**src/hw/rtl/nts_pkg.sv**
```systemverilog
// Shared constants, types and a helper function of the nearest timestamp search block.
package nts_pkg;

    localparam int TABLE_DEPTH = 1024;
    localparam int STAMP_W     = 32;
    localparam int IDX_W       = $clog2(TABLE_DEPTH);
    localparam int CNT_W       = $clog2(TABLE_DEPTH + 1);
    // Signed search bounds: one extra bit over the count so that -1 is representable.
    localparam int POS_W       = CNT_W + 1;
    localparam int OUT_W       = 10;
    localparam int S_TDATA_W   = 32;
    localparam int M_TDATA_W   = 16;

    localparam logic KIND_LOAD  = 1'b0;
    localparam logic KIND_QUERY = 1'b1;

    typedef enum logic [2:0] {
        ST_IDLE,
        ST_CMP,
        ST_N1,
        ST_N2,
        ST_N3,
        ST_DEC,
        ST_DONE
    } state_t;

    typedef struct packed {
        logic             valid;
        logic [IDX_W-1:0] index;
    } result_t;

    function automatic logic [STAMP_W-1:0] abs_diff(input logic [STAMP_W-1:0] a,
                                                    input logic [STAMP_W-1:0] b);
        return (a >= b) ? (a - b) : (b - a);
    endfunction

endpackage

```
**src/hw/rtl/nts_search_fsm.sv**
```systemverilog
// Sequencer: table fill count, binary search over the stamp memory and neighbor decision.
module nts_search_fsm (
    input  logic                                aclk,
    input  logic                                aresetn,
    input  logic                                in_valid,
    output logic                                in_ready,
    input  logic                                in_kind,
    input  logic [nts_pkg::STAMP_W-1:0]         in_time,
    output nts_pkg::result_t                    result,
    input  logic                                res_ready,
    output logic                                ram_we,
    output logic [nts_pkg::IDX_W-1:0]           ram_waddr,
    output logic [nts_pkg::STAMP_W-1:0]         ram_wdata,
    output logic [nts_pkg::IDX_W-1:0]           ram_raddr,
    input  logic [nts_pkg::STAMP_W-1:0]         ram_rdata
);

    localparam int IDX_W   = nts_pkg::IDX_W;
    localparam int CNT_W   = nts_pkg::CNT_W;
    localparam int POS_W   = nts_pkg::POS_W;
    localparam int STAMP_W = nts_pkg::STAMP_W;

    nts_pkg::state_t state_reg, state_next;
    logic [CNT_W-1:0]          count_reg, count_next;
    logic [STAMP_W-1:0]        time_reg, time_next;
    logic signed [POS_W-1:0]   lo_reg, lo_next;
    logic signed [POS_W-1:0]   hi_reg, hi_next;
    logic signed [POS_W-1:0]   mid_reg, mid_next;
    logic [STAMP_W-1:0]        d1_reg, d1_next;
    logic [STAMP_W-1:0]        d2_reg, d2_next;
    logic [STAMP_W-1:0]        d3_reg, d3_next;
    logic [IDX_W-1:0]          res_reg, res_next;

    logic signed [POS_W-1:0]   lo_c, hi_c, mid_c, hi_c_m1;
    logic signed [POS_W:0]     sum_c;
    logic                      go_step;
    logic [CNT_W-1:0]          nxt_cnt;
    logic                      has_next;
    logic [IDX_W-1:0]          hi_idx, hm1_idx, nxt_idx, fb_idx;

    // Neighbor positions around the closed search range.
    assign hi_idx   = hi_reg[IDX_W-1:0];
    assign hm1_idx  = hi_idx - IDX_W'(1);
    assign nxt_cnt  = CNT_W'(hi_idx) + CNT_W'(1);
    assign nxt_idx  = nxt_cnt[IDX_W-1:0];
    assign has_next = nxt_cnt < count_reg;
    assign fb_idx   = has_next ? nxt_idx : hi_idx;

    always_ff @(posedge aclk) begin
        if (!aresetn) begin
            state_reg <= nts_pkg::ST_IDLE;
            count_reg <= '0;
        end else begin
            state_reg <= state_next;
            count_reg <= count_next;
        end
    end

    always_ff @(posedge aclk) begin
        time_reg <= time_next;
        lo_reg   <= lo_next;
        hi_reg   <= hi_next;
        mid_reg  <= mid_next;
        d1_reg   <= d1_next;
        d2_reg   <= d2_next;
        d3_reg   <= d3_next;
        res_reg  <= res_next;
    end

    always_comb begin
        state_next = state_reg;
        count_next = count_reg;
        time_next  = time_reg;
        lo_next    = lo_reg;
        hi_next    = hi_reg;
        mid_next   = mid_reg;
        d1_next    = d1_reg;
        d2_next    = d2_reg;
        d3_next    = d3_reg;
        res_next   = res_reg;
        ram_we     = 1'b0;
        ram_waddr  = count_reg[IDX_W-1:0];
        ram_wdata  = in_time;
        ram_raddr  = '0;
        lo_c       = lo_reg;
        hi_c       = hi_reg;
        go_step    = 1'b0;

        unique case (state_reg)
            nts_pkg::ST_IDLE: begin
                if (in_valid) begin
                    if (in_kind == nts_pkg::KIND_QUERY) begin
                        time_next = in_time;
                        lo_c      = '0;
                        hi_c      = $signed({1'b0, count_reg}) - $signed(POS_W'(1));
                        go_step   = 1'b1;
                    end else if (count_reg < CNT_W'(nts_pkg::TABLE_DEPTH)) begin
                        ram_we     = 1'b1;
                        count_next = count_reg + CNT_W'(1);
                    end
                end
            end
            nts_pkg::ST_CMP: begin
                if (time_reg == ram_rdata) begin
                    res_next   = mid_reg[IDX_W-1:0];
                    state_next = nts_pkg::ST_DONE;
                end else begin
                    if (time_reg < ram_rdata) begin
                        hi_c = mid_reg - $signed(POS_W'(1));
                    end else begin
                        lo_c = mid_reg + $signed(POS_W'(1));
                    end
                    go_step = 1'b1;
                end
            end
            nts_pkg::ST_N1: begin
                d1_next    = nts_pkg::abs_diff(time_reg, ram_rdata);
                ram_raddr  = hi_idx;
                state_next = nts_pkg::ST_N2;
            end
            nts_pkg::ST_N2: begin
                d2_next    = nts_pkg::abs_diff(time_reg, ram_rdata);
                ram_raddr  = nxt_idx;
                state_next = nts_pkg::ST_N3;
            end
            nts_pkg::ST_N3: begin
                d3_next    = has_next ? nts_pkg::abs_diff(time_reg, ram_rdata) : d2_reg;
                state_next = nts_pkg::ST_DEC;
            end
            nts_pkg::ST_DEC: begin
                if (d1_reg < d2_reg) begin
                    res_next = (d1_reg < d3_reg) ? hm1_idx : fb_idx;
                end else begin
                    res_next = (d2_reg < d3_reg) ? hi_idx : fb_idx;
                end
                state_next = nts_pkg::ST_DONE;
            end
            nts_pkg::ST_DONE: begin
                if (res_ready) begin
                    state_next = nts_pkg::ST_IDLE;
                end
            end
            default: begin
                state_next = nts_pkg::ST_IDLE;
            end
        endcase

        // One halving step: check the bounds, then finish with index zero or issue the next memory read.
        sum_c   = {lo_c[POS_W-1], lo_c} + {hi_c[POS_W-1], hi_c};
        mid_c   = sum_c[POS_W:1];
        hi_c_m1 = hi_c - $signed(POS_W'(1));
        if (go_step) begin
            lo_next = lo_c;
            hi_next = hi_c;
            if (hi_c <= $signed(POS_W'(0))) begin
                res_next   = '0;
                state_next = nts_pkg::ST_DONE;
            end else if (lo_c >= hi_c) begin
                ram_raddr  = hi_c_m1[IDX_W-1:0];
                state_next = nts_pkg::ST_N1;
            end else begin
                mid_next   = mid_c;
                ram_raddr  = mid_c[IDX_W-1:0];
                state_next = nts_pkg::ST_CMP;
            end
        end
    end

    assign in_ready     = (state_reg == nts_pkg::ST_IDLE);
    assign result.valid = (state_reg == nts_pkg::ST_DONE);
    assign result.index = res_reg;

`ifndef SYNTH
    a_no_result_while_ready: assert property (@(posedge aclk) disable iff (!aresetn)
        result.valid |-> !in_ready)
        else $error("result offered while the sequencer takes requests");

    a_count_bounded: assert property (@(posedge aclk) disable iff (!aresetn)
        count_reg <= CNT_W'(nts_pkg::TABLE_DEPTH))
        else $error("entry count beyond table depth");

    a_query_busy: assert property (@(posedge aclk) disable iff (!aresetn)
        (in_valid && in_ready && in_kind == nts_pkg::KIND_QUERY) |=> !in_ready)
        else $error("query request did not start a search");

    a_load_counts: assert property (@(posedge aclk) disable iff (!aresetn)
        (in_valid && in_ready && in_kind == nts_pkg::KIND_LOAD
         && count_reg < CNT_W'(nts_pkg::TABLE_DEPTH))
        |=> count_reg == $past(count_reg) + CNT_W'(1))
        else $error("accepted load did not advance the entry count");

    a_done_holds: assert property (@(posedge aclk) disable iff (!aresetn)
        (result.valid && !res_ready) |=> result.valid && $stable(result.index))
        else $error("pending result changed before the output stage took it");
`endif

endmodule

```
**config.mk**
```make
export PLATFORM = sky130hd
export DESIGN_NAME = nts_search_fsm
export DESIGN_NICKNAME = d
export VERILOG_FILES = /design/src/hw/rtl/nts_pkg.sv /design/src/hw/rtl/nts_search_fsm.sv
export SDC_FILE = /design/constraint.sdc
export NUM_CORES = 1
export LEC_CHECK = 0
export CORE_MARGIN = 2
export CORE_UTILIZATION = 50
export DETAILED_ROUTE_END_ITERATION = 8
export DONT_BUFFER_PORTS = 1
export SLEW_MARGIN = 20
export SYNTH_ARGS = -nofsm -noshare
export SYNTH_HDL_FRONTEND = slang
export SYNTH_SLANG_ARGS = --single-unit
```
**constraint.sdc**
```tcl
create_clock -name aclk -period 9 [get_ports aclk]
set_input_delay 1.8 -clock aclk [delete_from_list [all_inputs] [get_ports aclk]]
set_output_delay 1.8 -clock aclk [all_outputs]
set_load 0.01 [all_outputs]
```
==> results.txt <==
The flow ran to the end, and the final reports show no timing, DRC or antenna violations. Clock-pin slew was measured on the worst setup and hold paths at 0.08 ns. The clock period minus final worst setup slack is 8.652 ns, and the number of levels in the clock H-tree is 4. The largest single stage delay on the critical path is 0.56 ns. In the final timing run, aggregate negative setup slack is 0 ns.

The share of final-layout standard cells stronger than drive strength 1 was 0.07317; the HPWL after detailed placement was 32.44 mm. In this run, post-CTS repair resized a total of 0 instances. The combined buffer and inverter count along the critical path works out to 4. Wire segments on met2 add up to 18.39 mm in the final route. The slew at the pin closest to its max-slew limit came out at 1.048 ns.

The static leakage was 6.938 nW. In this run the worst hold path is classified as register to register. Wire segments on met3 add up to 2.794 mm in the final route.

After synthesis the cells add up to 15830 µm². The share of flip-flops with an asynchronous set or reset after synthesis is 0, and the count of inserted antenna diode cells is 0. For the final number of max-transition violations, the log shows 0.

The clock drives 188 sinks. The worst setup path is captured at a primary output. For the total routed wire length on the met1 layer, the log shows 19.77 mm.

After the last flow step, the layout net total stands at 1937. Setup violations remaining at the end of the flow were counted as 0. The master cell of the clock root buffer is sky130_fd_sc_hd__clkbuf_16. Per-instance average area after synthesis: 9.094 µm². After synthesis, the cell types taking the most area are sky130_fd_sc_hd__edfxtp_1, sky130_fd_sc_hd__ha_1, sky130_fd_sc_hd__inv_1. The kind of critical path was primary input to primary output.

Setup repair after global routing left no endpoint under its margin. Cell type with the highest aggregate area in the netlist: sky130_fd_sc_hd__edfxtp_1. The peak ir drop on the vdd network came out at 0.2629 mV. Clock skew on the completed layout was measured at 0.01530 ns. The routability congestion estimate from global placement was 0.9310; the number of warnings issued by yosys was 0.

The sequential fraction of the synthesis area was 0.3414. Counting along the longest clock path gives a buffer depth of 2. The cell family contributing the most delay on the critical path is compound AO/OA/AOI/OAI gates. Input and output buffers added on the ports amount to 0. TritonCTS created 17 clock buffers. Routed signal wires occupy layers up through met4. The number of enable-type register cells in the synthesized netlist was 164. The floorplan step defined a die boundary enclosing 33100 µm². Synthesis produced 1741 cells. The pin count of the biggest net entering global routing came out at 36. The number of nets handed over by synthesis was 2010. The first detailed-routing pass ran for 5 iterations. Effective utilization at floorplan: 0.5043.

After detailed routing, the number of vias per cell comes to 6.000. The die span in y is 181.9 µm, and the number of I/O pins is 134. The startpoint of the lowest-slack hold path is d2_reg[0]. The proportion of netlist area held by the largest area contributor is 0.3110, and the power density of the placed cells is 367.4 nW/µm².

The run gives 0 as the number of antenna violations at the first check in global routing. For the relative slew slack, the log shows 0.3009. TritonCTS built the clock tree.

Across the run, the number of max-cap violations was 0. Of all nets on the critical path, the largest fanout is 16. Counting flops and latches in the post-synthesis netlist gives 188. After global routing the overflow that remains totals 0.

The ratio of final minimum period to clock period works out to 0.9613. The floorplan has 65 rows. Signed area change from the synthesized netlist to the final layout: 3.896%. STA classifies the critical path startpoint as a primary input. The run gives 0 as the remaining design rule violation count. The worst-skew pair later-pin latency was 0.46 ns; the total power of the final layout was 6.043 mW. In the post-route analysis, the smallest setup slack over all paths is 0.3484 ns.

The first routing iteration left 1131 violations. Worst slack at placement: 0.4949 ns. The tools report the antenna violation net count after detailed routing as 0.

After synthesis, the netlist uses 88 different library cells. The signal arrival time at the worst endpoint was 6.85 ns; the number of global-route vias before repair was 12030. The overall die width was 181.9 µm. The leading register cell type out of synthesis was sky130_fd_sc_hd__edfxtp_1.

Based on the critical path, the design can be clocked at up to 115.6 MHz. The worst register-to-register path begins at time_reg[3]. The critical path starts at ram_rdata[3].

The number of hold violations in the final report was 0. Hold repair after CTS inserted 0 buffers. The data required time of the critical path was 7.20 ns; the wire length of the first global-routing pass was 66.17 mm. Traced cell by cell, the critical path runs through inv_1 -> ha_1 -> a21oi_1 -> a21oi_1 -> o21ai_0 -> a211o_1 -> nand3_1 -> o22a_1 -> o22ai_1 -> inv_1 -> ha_1 -> nor4_1 -> o21ai_0 -> a31oi_1 -> a211o_1 -> a21oi_1 -> buf_4 -> inv_1 -> nor3_1 -> o32ai_1. The post-layout utilization of the core came out at 0.5240. The overall global routing resource usage is 0.2556, and the core outline area is 31390 µm². The reg-to-reg setup timing slack is 3.15 ns. In the final routed layout, each cell accounts on average for 20.11 µm. Summing over every cut layer, the via total after detailed routing is 12500.

The post-CTS repair timing setup buffer count was 0; the wire length after detailed routing was 41.89 mm. The slowest cell on the critical path is sky130_fd_sc_hd__o32ai_1.
layout by cell type (no fill, tap or decap), types with 8 or more instances in the layout:
cell type                     n
sky130_fd_sc_hd__o211ai_1    11
sky130_fd_sc_hd__mux2_2      22
sky130_fd_sc_hd__nor2_1     134
sky130_fd_sc_hd__xnor2_1     61
sky130_fd_sc_hd__buf_4       24
sky130_fd_sc_hd__o22ai_1     22
sky130_fd_sc_hd__a211oi_1    22
sky130_fd_sc_hd__a31oi_1      8
sky130_fd_sc_hd__mux2i_1     18
sky130_fd_sc_hd__o21ai_0     78
sky130_fd_sc_hd__xor2_1      38
sky130_fd_sc_hd__o31ai_1      8
sky130_fd_sc_hd__o21a_1       9
sky130_fd_sc_hd__nor3_1      39
sky130_fd_sc_hd__a21oi_1    142
sky130_fd_sc_hd__inv_1      202
sky130_fd_sc_hd__o21bai_1    26
sky130_fd_sc_hd__nor4_1      14
sky130_fd_sc_hd__dfxtp_1     24
sky130_fd_sc_hd__nand4_1     32
sky130_fd_sc_hd__clkbuf_16   17
sky130_fd_sc_hd__nor2b_1     12
sky130_fd_sc_hd__a21o_1      37
sky130_fd_sc_hd__edfxtp_1   164
sky130_fd_sc_hd__ha_1       197
sky130_fd_sc_hd__nand2b_1    21
sky130_fd_sc_hd__nand3_1     31
sky130_fd_sc_hd__and3_1      19
sky130_fd_sc_hd__or3_1       11
sky130_fd_sc_hd__nand2_1     99
worst paths after layout:
kind | cells after the start | end
worst max-delay path | 20 | ram_raddr[3]
worst max register to register | 18 | mid_reg[10]
worst min-delay path | 2 | d3_reg[0]
worst min register to register | 2 | d3_reg[0]
cells in the mapped netlist (all sizes together) (23+ instances only):
library cell and n:
nor3 41, inv 203, xnor2 61, nor2 139
a21oi 145, edfxtp 164, xor2 38, ha 197
nand3 32, nand2 99, a21o 37, nand4 33
dfxtp 24, a211oi 23, buf 80, clkbuf 36
o21bai 26, o21ai 81
final cells by class:
cell class,count,area [µm²]
flip-flops and latches,188,5405
repair buffers,24,180.2
inverters,203,762.0
fillers,2941,14940
multi-input cells,1234,8997
clock buffers,17,425.4
clock inverters,15,176.4
well taps,402,503.0
stage by stage:
stage	cell area, µm²	instances	hold WS (ns)
final	16450	2083	0.5892
after global routing	16450	2083	0.6559
after CTS	16450	2083	0.5949
after detailed placement	15850	2051	0.5765
after global placement	15850	2051	0.5674
after floorplan	15830	1741	0.5026
kinds of logic after synthesis:
family                     after synthesis  synth area share
adders and majority gates              200            0.1595
muxes                                   40           0.02703
xor gates and xnor gates                99           0.05477
AOI/OAI and AO/OA                      439            0.1822
and+or+nand+nor                        456            0.1442
buffers and inverters                  319           0.09088
DFF                                    188            0.3414
where the power goes:
part | switching [mW] | total (mW) | internal, mW | leakage [nW]
Sequential | 0.268 | 1.69 | 1.42 | 1.71
Clock | 0.391 | 0.789 | 0.398 | 0.292
Combinational | 2.26 | 3.56 | 1.30 | 4.94
Total | 2.92 | 6.04 | 3.12 | 6.94
worst min-delay path, stage by stage (launching register included):
cell and delay [ns]:
sky130_fd_sc_hd__edfxtp_1 0.37, sky130_fd_sc_hd__nand2_1 0.05, sky130_fd_sc_hd__o21ai_0 0.06
per-layer routing:
layer | GRT usage | up-vias
met1 | 0.3701 | 5992
met5 | 0 | -
li1 | - | 6030
met2 | 0.3890 | 418
met4 | 0.08065 | 0
met3 | 0.04452 | 59
Power figures use the tool's default switching activity.
